<file path="src/sv/assert_macros.svh">
// ----------------------------------------------------------------------------
// assertion macros
// shared concurrent assertion shorthands, clocked on i_clk, off during reset
// ----------------------------------------------------------------------------
`ifndef ASSERT_MACROS_SVH
`define ASSERT_MACROS_SVH

// same-cycle implication
`define GFO_ASSERT_IMPL(lbl, ante, cons) \
    lbl: assert property (@(posedge i_clk) disable iff (!i_rst_n) (ante) |-> (cons)) \
        else $error("gradient offset assertion failed");

// next-cycle implication
`define GFO_ASSERT_NEXT(lbl, ante, cons) \
    lbl: assert property (@(posedge i_clk) disable iff (!i_rst_n) (ante) |=> (cons)) \
        else $error("gradient offset assertion failed");

`endif

</file>
<file path="src/sv/gfo_sqrt_pipe.sv">
// ----------------------------------------------------------------------------
// gfo_sqrt_pipe
// integer square root, one root bit per register stage
// ----------------------------------------------------------------------------
module gfo_sqrt_pipe #(
    parameter int RBW = 32,
    parameter int SW  = 20
) (
    input  logic             i_clk,
    input  logic             i_rst_n,
    input  logic             i_valid,
    input  logic [2*RBW-1:0] i_value,
    input  logic [SW-1:0]    i_side,
    output logic             o_valid,
    output logic [RBW-1:0]   o_root,
    output logic [SW-1:0]    o_side
);

    logic             r_vld  [RBW];
    logic [RBW+1:0]   r_rem  [RBW];
    logic [RBW-1:0]   r_root [RBW];
    logic [2*RBW-1:0] r_x    [RBW];
    logic [SW-1:0]    r_side [RBW];

    for (genvar s = 0; s < RBW; s++) begin : g_stage
        logic             a_vld;
        logic [RBW+1:0]   a_rem;
        logic [RBW-1:0]   a_root;
        logic [2*RBW-1:0] a_x;
        logic [SW-1:0]    a_side;
        logic [RBW+3:0]   w_rt;
        logic [RBW+3:0]   w_trial;
        logic             w_ge;
        logic [RBW+1:0]   n_rem;
        logic [RBW-1:0]   n_root;

        if (s == 0) begin : g_first
            assign a_vld  = i_valid;
            assign a_rem  = '0;
            assign a_root = '0;
            assign a_x    = i_value;
            assign a_side = i_side;
        end else begin : g_next
            assign a_vld  = r_vld[s-1];
            assign a_rem  = r_rem[s-1];
            assign a_root = r_root[s-1];
            assign a_x    = r_x[s-1];
            assign a_side = r_side[s-1];
        end

        assign w_rt    = {a_rem, a_x[2*RBW-1 -: 2]};
        assign w_trial = {2'b00, a_root, 2'b01};
        assign w_ge    = w_rt >= w_trial;
        assign n_rem   = w_ge ? (RBW+2)'(w_rt - w_trial) : w_rt[RBW+1:0];
        assign n_root  = {a_root[RBW-2:0], w_ge};

        always_ff @(posedge i_clk) begin
            if (!i_rst_n) begin
                r_vld[s] <= 1'b0;
            end else begin
                r_vld[s] <= a_vld;
            end
        end

        always_ff @(posedge i_clk) begin
            r_rem[s]  <= n_rem;
            r_root[s] <= n_root;
            r_x[s]    <= {a_x[2*RBW-3:0], 2'b00};
            r_side[s] <= a_side;
        end
    end

    assign o_valid = r_vld[RBW-1];
    assign o_root  = r_root[RBW-1];
    assign o_side  = r_side[RBW-1];

endmodule

</file>
<file path="config.mk">
export PLATFORM = sky130hd
export DESIGN_NAME = gfo_sqrt_pipe
export DESIGN_NICKNAME = d
export VERILOG_FILES = /design/src/sv/assert_macros.svh /design/src/sv/gfo_sqrt_pipe.sv
export SDC_FILE = /design/constraint.sdc
export NUM_CORES = 2
export LEC_CHECK = 0
export BUFFER_PORTS_ARGS = -buffer_cell sky130_fd_sc_hd__clkbuf_2
export CORE_UTILIZATION = 55
export DETAILED_ROUTE_END_ITERATION = 10
export PLACE_DENSITY = 0.71
export SLEW_MARGIN = 20
export SYNTH_ARGS = -nofsm -noshare
export SYNTH_HDL_FRONTEND = slang
export SYNTH_MEMORY_MAX_BITS = 65536
export SYNTH_SLANG_ARGS = --single-unit
</file>
<file path="constraint.sdc">
create_clock -name i_clk -period 4.86 [get_ports i_clk]
set_input_delay 0.972 -clock i_clk [delete_from_list [all_inputs] [get_ports i_clk]]
set_output_delay 0.972 -clock i_clk [all_outputs]
set_load 0.02 [all_outputs]
</file>
# After elaboration in Yosys (flattened, before gate mapping)
# Memories as Yosys holds them, arrays and structs flattened.
# Cells that the tools add are included.
[op_classes]
mux = 66
eq_ne = 0
n_reduce_logical = 0
magnitude_cmp = 32
n_addsub = 32
n_bitwise = 32
n_div = 0
multipliers = 0
shifts = 0
[op_table]
columns = ["operator", "count"]
rows = [
  [">= comparator 36 x 34 -> 1 bit", 31],
  ["two-way mux 34 bit", 32],
  ["subtractor 34 bit", 31],
  ["two-way mux 1 bit", 34],
  ["OR 1 bit", 32],
  ["subtractor 2 x 1 -> 3 bit, second input constant", 1],
  [">= comparator 2 x 1 -> 1 bit, second input constant", 1],
]
[word_totals]
out_inout_bits = 53
wordCells = 167
input_bits = 87
n_memories = 5
ff_bits = 0
latch_bits = 0
rom_bits = 0
ram_bits = 4768
[mem_list]
columns = ["memory", "depth", "word_bits", "read_ports", "rd_clocked_by_memory_dff", "wr", "line", "text"]
rows = [
  ["r_x", 32, 62, 31, 0, 32, "gfo_sqrt_pipe.sv:22", "logic [2*RBW-1:0] r_x [RBW];"],
  ["r_rem", 32, 34, 31, 0, 32, "gfo_sqrt_pipe.sv:20", "logic [RBW+1:0] r_rem [RBW];"],
  ["r_root", 32, 32, 32, 0, 32, "gfo_sqrt_pipe.sv:21", "logic [RBW-1:0] r_root [RBW];"],
  ["r_side", 32, 20, 32, 0, 32, "gfo_sqrt_pipe.sv:23", "logic [SW-1:0] r_side [RBW];"],
  ["r_vld", 32, 1, 32, 0, 32, "gfo_sqrt_pipe.sv:19", "logic r_vld [RBW];"],
]

# Longest topological paths before layout
# An unclocked memory read counts as a cell.
[depth]
depth_word = 3
mapped_depth = 15
ltp_nobuf = 13

# Worst setup path before layout
# No wires, ideal clock.
[synth_path]
path_kind = "register to register"
startpoint = "mem r_rem[1][76] in the netlist's numbering"
endpoint = "mem r_rem[1][133] in the netlist's numbering"
n_path_buf = 1
path_stages_with_launch = 12
synth_period_minus_slack_ns = 3.763
path_slack_ns = 1.097
t_required_ns = 4.726
setup_ns = 0.134
t_arrival_ns = 3.629
cell_sequence = "dfxtp_1 > or4_4 > or4b_4 > or4_4 > or2_4 > or3_4 > or4_4 > nor2_4 > a211o_2 > buf_6 > nor4_1 > xor2_1"
[synth_lines]
columns = ["item", "line"]
rows = [
  ["start, declared", "gfo_sqrt_pipe.sv:20"],
]

==> out/metrics.cfg <==
[clocking]
cts_made_buffers=324
tritoncts=done
cts.hold.buffers_added=0
cts.root.buffer_cell=clkbuf_16
cts-resized-gates=0
cts.path.max_buffers=4
tritoncts_num_sinks=3195
post_cts_buffers=0
worst_setup_hold_path_clk_slew_ns=0.06
cts_htree_levels=5
clock_latency_ns=0.94

[logic_synthesis]
syn_area_per_cell_um2=10.9
ys_types=87
ys_seq_area_frac=0.608
synth_enable_flop_cells=0
synth_async_sr_flop_share=0
synthCells=9678
synthesis.nets=10327
synth-warning-count=0
postSynth.topFlopCell=dfxtp_1
ys_seq_elements=3195
syn-cell-area_mm2=0.105

[sta]
min_period_ns=4.18
worst_slew_margin_rel=0.324
tightest_slew_ns=0.989
rsz0062_at_grt=no
fin_crit_sh=0.861
final-setup-viol-count=0
timing_max_transition_violations_final=0
timing.fmax_ghz=0.239
number_of_hold_violations_in_the_final_report=0
timing.clock.skew_ns=0.0590
totalNegativeSetupSlack_ns=0

[routing]
drc=0
first_iter_violations=3809
postRouteWirelength_um=200000
routedWlPerCell_um=15.7
drt-pass1-iter-count=6
routed-via-count=66079
post_route_ant_nets=0
average_via_count_per_standard_cell=5.18

[worst_setup_path]
critical-path-top-cell-by-count=or4_4
worst_setup_path_startpoint=r_rem[1][76]$_DFF_P_
critical_path.startpoint_type=flop
critical_path_required_ns=5.70
critical_path_peak_fanout=20
timing.rr.start=r_rem[1][76]$_DFF_P_
timing.critical_path.slowest_stage_cell=or4_4
worstPathCellList=or4_4 -> or4b_4 -> or4_4 -> or2_4 -> or3_4 -> or4_4 -> nor2_4 -> nand2_1 -> nand4b_1 -> xnor2_1
end_kind=flop
critical_path.max_stage_delay_ns=0.56
critical_path.n_buffers_inverters=0
worst-setup-path-type=reg -> reg
worstPathArrival_ns=5.02
top_family_by_delay_on_critical_path=simple AND/OR/NAND/NOR gates

[die]
die-width_um=439
core_area_mm2=0.190
initial_core_util=0.553
dieArea_mm2=0.193
ios=140
floorplan.rows=160
chipHeight_um=439

[global_routing]
grt_first_pass_wirelength_um=323000
global_route.overflow_total=0
grtUsageTotal=0.203
grt_pass1_vias=65109
grt_antenna_before_repair=4
maximum_number_of_pins_on_one_net_before_global_route_repair=60

[finish]
most_common_library_cell_in_the_layout_ignoring_fill_and_taps=dfxtp_1
multi_input_comb_area_mm2=0.0380
fin_nets=10659
fill_cells=14891
sequential_cell_area_mm2=0.0640
mostFrequentLayoutCells=dfxtp_1, inv_1, nand2_1
area_growth_syn_to_layout_pct=13.9
fraction_of_layout_instances_using_a_drive_strength_above_1=0.0822

[pwr]
power.ir.vdd_worst_v=0.000393
cellLeakagePower_nw=56.1
total_power_mw=65.5
power_per_cell_area_mw_per_mm2=546

[placed_design]
gp_congestion=0.949
count_of_input_and_output_buffers=139
dp.final_hpwl_um=146000

[min_path]
worstHoldStart=i_value[12]
hp-class=in -> reg

[run_status]
run_status=complete, no violations

[run]
drv.max_cap_violation_count=0

## per-stage QoR
stage	utilization	instance area [um2]	worst slack, ns	hold WS [ns]	cells
final	0.630	120000	0.675	0.129	12749
after global routing	0.630	120000	0.427	0.0600	12749
after CTS	0.630	120000	0.698	0.0416	12748
after detailed placement	0.572	109000	0.716	0.312	12195
after global placement	0.572	109000	0.676	0.309	12195
after floorplan	-	105000	1.10	0.310	9678
## cells by family (layout without fill, tap and decap cells)
logic type / Yosys count / after routing / synth area share
AND/OR/NAND/NOR: 2304 / 2304 / 0.109
multiplexers: 72 / 72 / 0.00760
flip-flops: 3195 / 3195 / 0.608
XOR/XNOR: 847 / 847 / 0.0705
other: 1 / 2 / 0.0000356
adder cells (fa/ha/maj): 562 / 562 / 0.0668
AO/OA/AOI/OAI: 1812 / 1812 / 0.107
buffers and inverters: 885 / 1444 / 0.0317
## cell usage after synthesis (107+ instances only)
cell,n,area [um2]
a21o_1,271,2030
a21oi_1,575,2880
clkbuf_1,149,559
dfxtp_1,3195,64000
ha_1,562,7030
inv_1,714,2680
nand2_1,575,2160
nand3_1,134,671
nor2_1,562,2110
nor3_1,226,1130
nor4_1,107,669
o21ai_0,452,2260
xnor2_1,427,3740
xor2_1,420,3680
## flip-flops by register name (all words and copies together) (netlist names)
signal  cells
r_rem    1003
r_x       992
r_side    640
r_root    528
r_vld      32
## layout make-up
class / count / area share
clock inverters: 105 / 0.0136
multi-input cells: 5598 / 0.317
diodes: 1 / 0.0000209
repair buffers: 175 / 0.00816
flip-flops and latches: 3195 / 0.534
clock buffers: 448 / 0.0788
inverters: 716 / 0.0224
well taps: 2511 / 0.0262
## worst paths after layout
path,slack [ns],endpoint,cells after the start
setup reg to reg,0.68,r_rem[1][118]$_DFF_P_,10
hold reg to reg,0.27,r_x[8][42]$_DFF_P_,0
setup / recovery,0.68,r_rem[1][118]$_DFF_P_,10
hold / removal,0.13,r_x[0][12]$_DFF_P_,1
## report_power, final
group | total [mW] | internal [mW] | switching, mW | leakage [nW]
combinational | 7.93 | 3.62 | 4.30 | 23.9
sequential | 32.4 | 29.8 | 2.58 | 26.8
clock | 25.2 | 15.6 | 9.53 | 5.40
## layer usage
metal,global-route usage,up-vias,wire [um]
met5,0,-,13
met4,0.0958,2,8640
met3,0.0318,560,8840
met2,0.337,1628,91900
met1,0.259,30439,90200
li1,-,33450,-
(Power assumes the default switching activity.)
