### config.mk
export PLATFORM = sky130hd
export DESIGN_NAME = gfo_apb_regs
export DESIGN_NICKNAME = d
export VERILOG_FILES = /design/src/sv/assert_macros.svh /design/src/sv/gfo_pkg.sv /design/src/sv/gfo_apb_regs.sv
export SDC_FILE = /design/constraint.sdc
export NUM_CORES = 1
export LEC_CHECK = 0
export ABC_CLOCK_PERIOD_IN_PS = 1250
export CAP_MARGIN = 20
export CORE_MARGIN = 5
export CORE_UTILIZATION = 55
export DETAILED_ROUTE_END_ITERATION = 7
export DONT_BUFFER_PORTS = 1
export PLACE_DENSITY_LB_ADDON = 0.2
export SYNTH_ARGS = -nofsm -noshare
export SYNTH_HDL_FRONTEND = slang
export SYNTH_SLANG_ARGS = --single-unit
### constraint.sdc
create_clock -name i_clk -period 1.25 [get_ports i_clk]
set_input_delay 0.125 -clock i_clk [delete_from_list [all_inputs] [get_ports i_clk]]
set_output_delay 0.125 -clock i_clk [all_outputs]
set_load 0.01 [all_outputs]
### src/sv/assert_macros.svh
// ----------------------------------------------------------------------------
// assertion macros
// shared concurrent assertion shorthands, clocked on i_clk, off during reset
// ----------------------------------------------------------------------------
`ifndef ASSERT_MACROS_SVH
`define ASSERT_MACROS_SVH

// same-cycle implication
`define GFO_ASSERT_IMPL(lbl, ante, cons) \
    lbl: assert property (@(posedge i_clk) disable iff (!i_rst_n) (ante) |-> (cons)) \
        else $error("gradient offset assertion failed");

// next-cycle implication
`define GFO_ASSERT_NEXT(lbl, ante, cons) \
    lbl: assert property (@(posedge i_clk) disable iff (!i_rst_n) (ante) |=> (cons)) \
        else $error("gradient offset assertion failed");

`endif

### src/sv/gfo_pkg.sv
// ----------------------------------------------------------------------------
// gfo_pkg
// types and constants shared by the gradient offset pipeline
// ----------------------------------------------------------------------------
package gfo_pkg;

    localparam int NUM_REGS = 8;
    localparam int AW       = 5;
    localparam int DXW      = 18;
    localparam int EXW      = 17;
    localparam int NW       = 36;
    localparam int DW       = 34;
    localparam int QW       = 64;
    localparam int RW       = 32;
    localparam int OW       = 17;
    localparam int LOWPAD   = QW - NW - 16;

    localparam logic [2:0] REG_IMAGE_WIDTH  = 3'd0;
    localparam logic [2:0] REG_IMAGE_HEIGHT = 3'd1;
    localparam logic [2:0] REG_FILL_MODE    = 3'd2;
    localparam logic [2:0] REG_SPREAD_MODE  = 3'd3;
    localparam logic [2:0] REG_START_X      = 3'd4;
    localparam logic [2:0] REG_START_Y      = 3'd5;
    localparam logic [2:0] REG_END_X        = 3'd6;
    localparam logic [2:0] REG_END_Y        = 3'd7;

    localparam logic [1:0] MODE_LINEAR   = 2'd0;
    localparam logic [1:0] MODE_RADIAL   = 2'd1;
    localparam logic [1:0] MODE_SQUARE   = 2'd2;
    localparam logic [1:0] SPREAD_CLAMP  = 2'd0;
    localparam logic [1:0] SPREAD_REPEAT = 2'd1;
    localparam logic [1:0] SPREAD_MIRROR = 2'd2;

    localparam logic [OW-1:0] ONE_Q16 = 17'h10000;
    localparam logic [OW:0]   TWO_Q16 = 18'h20000;

    typedef struct packed {
        logic [14:0]        image_width;
        logic [14:0]        image_height;
        logic [1:0]         fill_mode;
        logic [1:0]         spread_mode;
        logic signed [15:0] start_x;
        logic signed [15:0] start_y;
        logic signed [15:0] end_x;
        logic signed [15:0] end_y;
    } t_cfg;

endpackage

### src/sv/gfo_apb_regs.sv
// ----------------------------------------------------------------------------
// gfo_apb_regs
// configuration register file behind a simple apb-style port
// ----------------------------------------------------------------------------
module gfo_apb_regs import gfo_pkg::*; (
    input  logic          i_clk,
    input  logic          i_rst_n,
    input  logic          psel,
    input  logic          penable,
    input  logic          pwrite,
    input  logic [AW-1:0] paddr,
    input  logic [31:0]   pwdata,
    output logic [31:0]   prdata,
    output logic          pready,
    output t_cfg          o_cfg
);

    t_cfg       r_cfg;
    t_cfg       n_cfg;
    logic [2:0] w_idx;
    logic       w_wr;

    assign w_idx  = paddr[AW-1:2];
    assign w_wr   = psel && penable && pwrite;
    assign pready = 1'b1;
    assign o_cfg  = r_cfg;

    always_comb begin
        n_cfg = r_cfg;
        if (w_wr) begin
            case (w_idx)
                REG_IMAGE_WIDTH:  n_cfg.image_width  = pwdata[14:0];
                REG_IMAGE_HEIGHT: n_cfg.image_height = pwdata[14:0];
                REG_FILL_MODE:    n_cfg.fill_mode    = pwdata[1:0];
                REG_SPREAD_MODE:  n_cfg.spread_mode  = pwdata[1:0];
                REG_START_X:      n_cfg.start_x      = pwdata[15:0];
                REG_START_Y:      n_cfg.start_y      = pwdata[15:0];
                REG_END_X:        n_cfg.end_x        = pwdata[15:0];
                REG_END_Y:        n_cfg.end_y        = pwdata[15:0];
                default:          n_cfg = r_cfg;
            endcase
        end
    end

    always_ff @(posedge i_clk) begin
        if (!i_rst_n) begin
            r_cfg.image_width  <= 15'd64;
            r_cfg.image_height <= 15'd64;
            r_cfg.fill_mode    <= MODE_LINEAR;
            r_cfg.spread_mode  <= SPREAD_CLAMP;
            r_cfg.start_x      <= 16'sd0;
            r_cfg.start_y      <= 16'sd0;
            r_cfg.end_x        <= 16'sd4096;
            r_cfg.end_y        <= 16'sd0;
        end else begin
            r_cfg <= n_cfg;
        end
    end

    always_comb begin
        case (w_idx)
            REG_IMAGE_WIDTH:  prdata = {17'd0, r_cfg.image_width};
            REG_IMAGE_HEIGHT: prdata = {17'd0, r_cfg.image_height};
            REG_FILL_MODE:    prdata = {30'd0, r_cfg.fill_mode};
            REG_SPREAD_MODE:  prdata = {30'd0, r_cfg.spread_mode};
            REG_START_X:      prdata = {16'd0, r_cfg.start_x};
            REG_START_Y:      prdata = {16'd0, r_cfg.start_y};
            REG_END_X:        prdata = {16'd0, r_cfg.end_x};
            REG_END_Y:        prdata = {16'd0, r_cfg.end_y};
            default:          prdata = 32'd0;
        endcase
    end

endmodule

# After elaboration in Yosys (flattened, before gate mapping)
# Index checks and enable logic that the tools add are counted.
[op_classes]
mux = 1
reduce_logical = 11
n_eq_ne = 7
[ops]
columns = ["cell", "n"]
rows = [
  ["32-bit case mux with 8 select lines", 1],
  ["2-bit AND reduction", 8],
  ["3-bit equality test, second input constant", 4],
  ["3-bit by 2-bit equality test with 1-bit output, second input constant", 2],
  ["3-bit by 1-bit equality test with 1-bit output, second input constant", 1],
  ["3-bit zero test", 1],
  ["1-bit logical AND", 2],
]
[word_totals]
output_inout_bits = 131
regBits = 98
input_bits = 42
wordCells = 27

# Depth between registers and ports, before layout
# Gate-level depths: netlist of the first run.
[depth]
depth_word = 3
ltp_mapped = 7

# Worst setup path before layout of the first run
# OpenSTA, ideal clock, no wires.
[synth_path]
path_type = "input -> output"
startpoint = "in paddr[4]"
endpoint = "out prdata[11]"
stages = 6
setup_slack_ns = 0.055
arrival_time_ns = 1.070
cell_sequence = "buf_6 > and2_1 > clkbuf_1 > a22o_1 > a221oi_1 > nor2_1"
[synth_via]
elab_chain_cells = 2
elab_cells_between_ends = 9
[synth_lines]
columns = ["item", "line_no", "text"]
rows = [
  ["start: declaration", "gfo_apb_regs.sv:11", "input logic [AW-1:0] paddr,"],
  ["3-bit equality test, or another cell as far along", "gfo_apb_regs.sv:61", "case (w_idx)"],
  ["32-bit case mux with 8 select lines *", "gfo_apb_regs.sv:61", ""],
  ["end: declaration", "gfo_apb_regs.sv:13", "output logic [31:0] prdata,"],
]
# Every way passes the cells marked *; elsewhere a longest branch is shown, timed or not. The select of a mux whose other input is x is not followed.

# Final worst setup path of the first run
[layout_path]
startpoint = "reg r_cfg (netlist bit o_cfg[23])"
endpoint = "out prdata[7]"
[layout_via]
elab_chain_cells = 1
[layout_lines]
columns = ["item", "line_no", "text"]
rows = [
  ["start: declaration", "gfo_apb_regs.sv:18", "t_cfg r_cfg;"],
  ["start signal: assignment", "gfo_apb_regs.sv:56", "r_cfg <= n_cfg;"],
  ["32-bit case mux with 8 select lines", "gfo_apb_regs.sv:61", ""],
]
# Every way passes these cells. The select of a mux whose other input is x is not followed.

==> flow_metrics.tcl, run 1 <==
set metrics [dict create \
    status "finished, violations left" \
    failed_checks "negative setup slack" \
    cap_violations 0 \
    synth_edf_count 0 \
    fin_crit_ps 1480 \
    grt_pass1_vias 4146 \
    io_pins 173 \
    h-tree-depth 3 \
    synth_top_family_by_area "compound AO/OA/AOI/OAI gates" \
    final_util 0.713 \
    viasPerCell 6.12 \
    synth-xor-area-share 0 \
    postRouteAntennaNets 0 \
    fin_nets 604 \
    yosys.area_share.simple 0.190 \
    cp-end-kind "output port" \
    initial_core_util 0.564 \
    grt_pass1_wl_mm 21.9 \
    tritoncts.num_buffers 9 \
    drive_above_1_share 0.317 \
    pwr-share-seq 0.571 \
    clk_latency_ps 350 \
    power_density_mw_per_mm2 1000 \
    final_max_slew_viol_count 0 \
    worstPathRequired_ps 1120 \
    power_leakage_nw 1.92 \
    core_area_mm2 0.00773 \
    crit_type "reg -> out" \
    clk_pin_slew_worst_paths_ps 100 \
    fin_cells 669 \
    pwr-share-comb 0.072 \
    hold_violations 0 \
    hold_path_class "in -> reg" \
    p_sw_mw 1.40 \
    clockRootBuffer "clkbuf_8" \
    ir_drop_mv 0.577 \
    synthMuxAreaShare 0.0430 \
    syn_area_per_cell_um2 8.54 \
    clockBufferDepth 2 \
    slew_headroom 0.602 \
    ys_types 38 \
    cp-start-kind "flip-flop" \
    cts_tree "built" \
    post-dp-hpwl_mm 8.28 \
    routed_wirelength_mm 13.9 \
    synth-compound-area-share 0.215 \
    syn_area_mm2 0.00436 \
    finalSetupTns_ps -1980 \
    placed_cells 598 \
    first_pass_iters 5 \
    yosysWarningCount 0 \
    drtIter0Drc 207 \
    cp_max_fo 3 \
    fmax_mhz 674 \
    place.gp.congestion 0.807 \
    num_vias 4097 \
    grt_antenna_before_repair 0 \
    ys.flop_type "dfxtp_1" \
    seq_area_frac_synth 0.450 \
    synthToLayoutAreaGrowth_pct 26.4 \
    final_cell_mix "90 x nand3_1, 89 x o21ai_1, 61 x dfxtp_2" \
    clockPowerShare 0.357 \
    place_ws_ps 47.6 \
    numPortBuffers 0 \
    gr-usage-all-layers 0.281 \
    clock_skew_ps 0 \
    drc 0 \
    rows 32 \
    rsz0062_at_grt "yes" \
    worst_pin_slew_ps 594 \
    grt_max_degree 74 \
    dieWidth_um 99.1 \
    ys_async_sr_fraction 0 \
    dieArea_mm2 0.00981 \
    synth_seq_cells 98 \
    finalSetupViolCount 16 \
    syn_inst 511 \
    cts_num_sinks 98 \
    swShare 0.254 \
    final_common_cell "nand3_1" \
    crit_arrival_ps 1360 \
    p_int_mw 4.12 \
    finalCritPeriodShare 1.19 \
    grt-ovfl-total 0 \
    setup_slack_ps -233 \
    insertedDiodeCount 0 \
    die_y_um 99.1 \
    synthAdderAreaFrac 0 \
    detail_route.wl_per_cell_um 20.7 \
    largest_reg_flops 98 \
    hold_ws_ps 14.5 \
]
==> Yosys cell counts, drive strengths merged, types with 4 or more instances <==
library cell	count	area share
a22o	14	0.028
o2bb2ai	4	0.0080
clkbuf	9	0.0077
nand3	96	0.12
mux2	4	0.010
nand2	31	0.027
a21o	4	0.0069
dfxtp	98	0.45
o21ai	99	0.12
or2	6	0.0086
nor2	12	0.010
mux2i	12	0.028
o22a	6	0.012
a21oi	17	0.020
inv	12	0.010
a221oi	6	0.015
buf	58	0.082
==> cell families after synthesis <==
| logic type | Yosys count |
|---|---|
| DFF | 98 |
| buffers and inverters | 79 |
| muxes | 17 |
| AOI/OAI and AO/OA | 155 |
| other | 2 |
| and+or+nand+nor | 160 |
==> final timing paths <==
kind                            startpoint        end  slack (ps)  cells past startpoint
worst max-delay path             o_cfg[23]  prdata[7]        -230                      3
worst min register to register   o_cfg[65]  o_cfg[65]         510                      2
worst min-delay path              paddr[2]  o_cfg[66]          10                      2
worst max register to register   o_cfg[71]  o_cfg[71]          20                      3
==> cell type report <==
| cell class | count | area [µm²] |
|---|---|---|
| clock buffer | 12 | 155 |
| clock inverter | 4 | 33.8 |
| fill | 596 | 2220 |
| inverter | 12 | 45.0 |
| multi-input combinational | 349 | 2160 |
| sequential | 98 | 2070 |
| tap | 102 | 128 |
| timing repair buffer | 92 | 917 |
==> critical path, stage by stage (launching register included) <==
cell and delay, ps:
dfxtp_4 380, mux2_4 270, a221oi_4 260, a21oi_2 80
==> per-layer routing <==
| layer | global-route usage | share of wire | up-vias |
|---|---|---|---|
| li1 | - | - | 1898 |
| met4 | 0.121 | 0.023 | 0 |
| met5 | 0 | 0 | - |
| met2 | 0.485 | 0.49 | 185 |
| met3 | 0.0970 | 0.10 | 25 |
| met1 | 0.313 | 0.38 | 1989 |
==> power by group through the flow <==
stage	sequential [mW]	combinational, mW	clock (mW)
floorplan	3.24	0.355	0
global placement	3.24	0.295	0
detailed placement	3.24	0.298	0
CTS	3.16	0.368	1.99
global route	3.16	0.431	2.15
finish	3.16	0.398	1.97
==> metrics by stage <==
stage	area (µm²)	power (mW)
after global placement	4510	3.54
after global routing	5510	5.74
after floorplan	4420	3.60
after CTS	5510	5.52
after detailed placement	4510	3.54
final	5510	5.52
==> repair_timing <==
action | in CTS | in global routing
pin swaps | 25 | 7
endpoints found under the setup margin | 16 | 61
gates resized for setup | 75 | 45
hold buffers | 65 | 1
buffers inserted | 0 | 1
endpoints found under the hold margin | 98 | 12
No activity file was read; power rests on OpenSTA's default activity.
==> run 2: changes to the inputs <==
--- a/config.mk
+++ b/config.mk
@@ -5,8 +5,8 @@
 export SDC_FILE = /design/constraint.sdc
 export NUM_CORES = 1
 export LEC_CHECK = 0
+export ABC_AREA = 1
 export ABC_CLOCK_PERIOD_IN_PS = 1250
-export CAP_MARGIN = 20
 export CORE_MARGIN = 5
 export CORE_UTILIZATION = 55
 export DETAILED_ROUTE_END_ITERATION = 7
@@ -15,3 +15,4 @@
 export SYNTH_ARGS = -nofsm -noshare
 export SYNTH_HDL_FRONTEND = slang
 export SYNTH_SLANG_ARGS = --single-unit
+export TNS_END_PERCENT = 5
==> run 2 against run 1 <==
- the run ends with negative hold slack, negative setup slack left
- maximum frequency up 12%
- critical endpoint is now prdata[6]
- critical path depth up 1
- total power up 8.1%
- clock power up 19%
- worst setup slack better by 160 ps
- die area up 5.3%
- final cell count up 17%
==> flow_metrics.tcl, run 2 <==
set metrics [dict create \
    status "finished, violations left" \
    failed_checks "negative hold slack, negative setup slack" \
    finalSetupViolCount 13 \
    synth_edf_count 0 \
    synth_top_cells_by_count "175 x nor2_1, 98 x dfxtp_1, 75 x nand2_1" \
    p_total_mw 5.97 \
    power_density_mw_per_mm2 1090 \
    initial_core_util 0.562 \
    slowest_stage "dfxtp_4" \
    ys.flop_type "dfxtp_1" \
    finalSetupTns_ps -441 \
    hold_violations 67 \
    finalCritPeriodShare 1.05 \
    drc 0 \
    insertedDiodeCount 0 \
    rows 33 \
    clk_pin_slew_worst_paths_ps 90 \
    postCtsSetupBuffers 0 \
    die_y_um 102 \
    clockBufferDepth 2 \
    power_leakage_nw 2.36 \
    viasPerCell 6.15 \
    syn_inst 654 \
    synth_area_leaders "dfxtp_1 42%, nor2_1 14%, nand2_1 6.1%" \
    first_pass_iters 5 \
    setup_slack_ps -68.6 \
    cp-start-kind "flip-flop" \
    path_cells "nand4_1 -> nand2_2 -> nor2_2 -> nand3_2" \
    syn_area_per_cell_um2 7.07 \
    clockRootBuffer "clkbuf_8" \
    fmax_mhz 758 \
    tritoncts.num_buffers 9 \
    grt-ovfl-total 0 \
    wl_met2_mm 7.71 \
    yosysWarningCount 0 \
    fin_nets 716 \
    dpl_cell_area_mm2 0.00456 \
    cts_tree "built" \
    final_cell_mix "166 x nor2_1, 65 x nand2_1, 58 x dfxtp_2" \
    worstPathRequired_ps 1120 \
    met1_length_mm 6.08 \
    wl_met3_mm 2.00 \
    place.gp.congestion 0.888 \
    synthToLayoutAreaGrowth_pct 18.4 \
    grt_pass1_wl_mm 23.8 \
    num_vias 4824 \
    ir_drop_mv 0.638 \
    drive_above_1_share 0.216 \
    ys_types 25 \
    syn_area_mm2 0.00462 \
    final_area_mm2 0.00547 \
    final_common_cell "nor2_1" \
    crit_arrival_ps 1190 \
    dieWidth_um 102 \
    synth_top_area_frac 0.425 \
    drtIter0Drc 399 \
    numPortBuffers 0 \
    cts_num_sinks 98 \
    routed_wirelength_mm 16.4 \
    fin_crit_ps 1320 \
    cap_violations 0 \
    fill_cells 693 \
    final_max_slew_viol_count 0 \
    critPathMaxStageDelay_ps 370 \
    seq_area_frac_synth 0.425 \
    io_pins 173 \
    clk_latency_ps 360 \
    clock_skew_ps 0 \
    h-tree-depth 3 \
    crit_type "reg -> out" \
    grt_antenna_before_repair 0 \
    top_layer "met4" \
    synth_most_common_cell "nor2_1" \
    yosysTopAreaCell "dfxtp_1" \
    grt_max_degree 99 \
    synth_seq_cells 98 \
    post-dp-hpwl_mm 10.2 \
    detail_route.wl_per_cell_um 20.9 \
    cp_max_fo 3 \
    rsz0062_at_grt "yes" \
    largest_reg_flops 98 \
    hold_ws_ps -115 \
    hold_path_class "in -> reg" \
    core_area_mm2 0.00822 \
    gr-usage-all-layers 0.300 \
    grt_pass1_vias 4333 \
    ys_async_sr_fraction 0 \
    postRouteAntennaNets 0 \
    dieArea_mm2 0.0103 \
    cp-end-kind "output port" \
]
-- run 2: area by class of cell --
class,instances,area [µm²],share of cell area
multi-input combinational,493,2380,0.436
clock buffer,10,138,0.0252
inverter,13,56.3,0.0103
sequential,98,2070,0.379
tap,105,131,0.0240
clock inverter,6,90.1,0.0165
timing repair buffer,59,601,0.110
-- run 2: cells by family after synthesis --
kind of cell	Yosys count	synth area share
AO/OA/AOI/OAI	95	0.103
buffers and inverters	78	0.0940
flip-flops	98	0.425
other	2	0.00163
AND/OR/NAND/NOR	381	0.377
-- run 2: timing repair --
item,in CTS,in global routing
hold buffers,41,5
hold endpoints to repair,98,68
resized for setup,80,40
setup endpoints to repair,16,31
cloned,0,0
pin swaps,8,5
-- run 2: path summary, 6_finish.rpt --
path / from / to / slack (ps) / cells past startpoint
worst max register to register: o_cfg[78] / o_cfg[78] / 30 / 3
worst min-delay path: i_rst_n / o_cfg[52] / -110 / 2
worst min register to register: o_cfg[28] / o_cfg[28] / 510 / 2
worst max-delay path: o_cfg[38] / prdata[6] / -70 / 4
-- run 2: through the flow --
stage / setup WS (ps) / util / hold WS (ps) / cells
floorplan: 90.3 / - / 251 / 669
global placement: 83.7 / 0.555 / 223 / 722
detailed placement: 55.9 / 0.555 / 228 / 722
CTS: -37.3 / 0.651 / -159 / 779
global route: -162 / 0.666 / -134 / 784
finish: -68.6 / 0.666 / -115 / 784
-- run 2: power by group --
| part | total, mW | leakage, nW | switching [mW] | internal [mW] |
|---|---|---|---|---|
| combinational | 0.427 | 1.42 | 0.269 | 0.158 |
| sequential | 3.21 | 0.827 | 0.0610 | 3.15 |
| clock | 2.34 | 0.112 | 1.15 | 1.19 |
-- run 2: metal layers --
layer | GRT usage | vias up
li1 | - | 2200
met5 | 0 | -
met1 | 0.378 | 2282
met2 | 0.471 | 292
met3 | 0.0999 | 50
met4 | 0.125 | 0
-- run 2: worst max-delay path: cells and delay by family, from the launching register on --
family / cells / cell delay (ps)
and+or+nand+nor: 4 / 450
DFF: 1 / 370
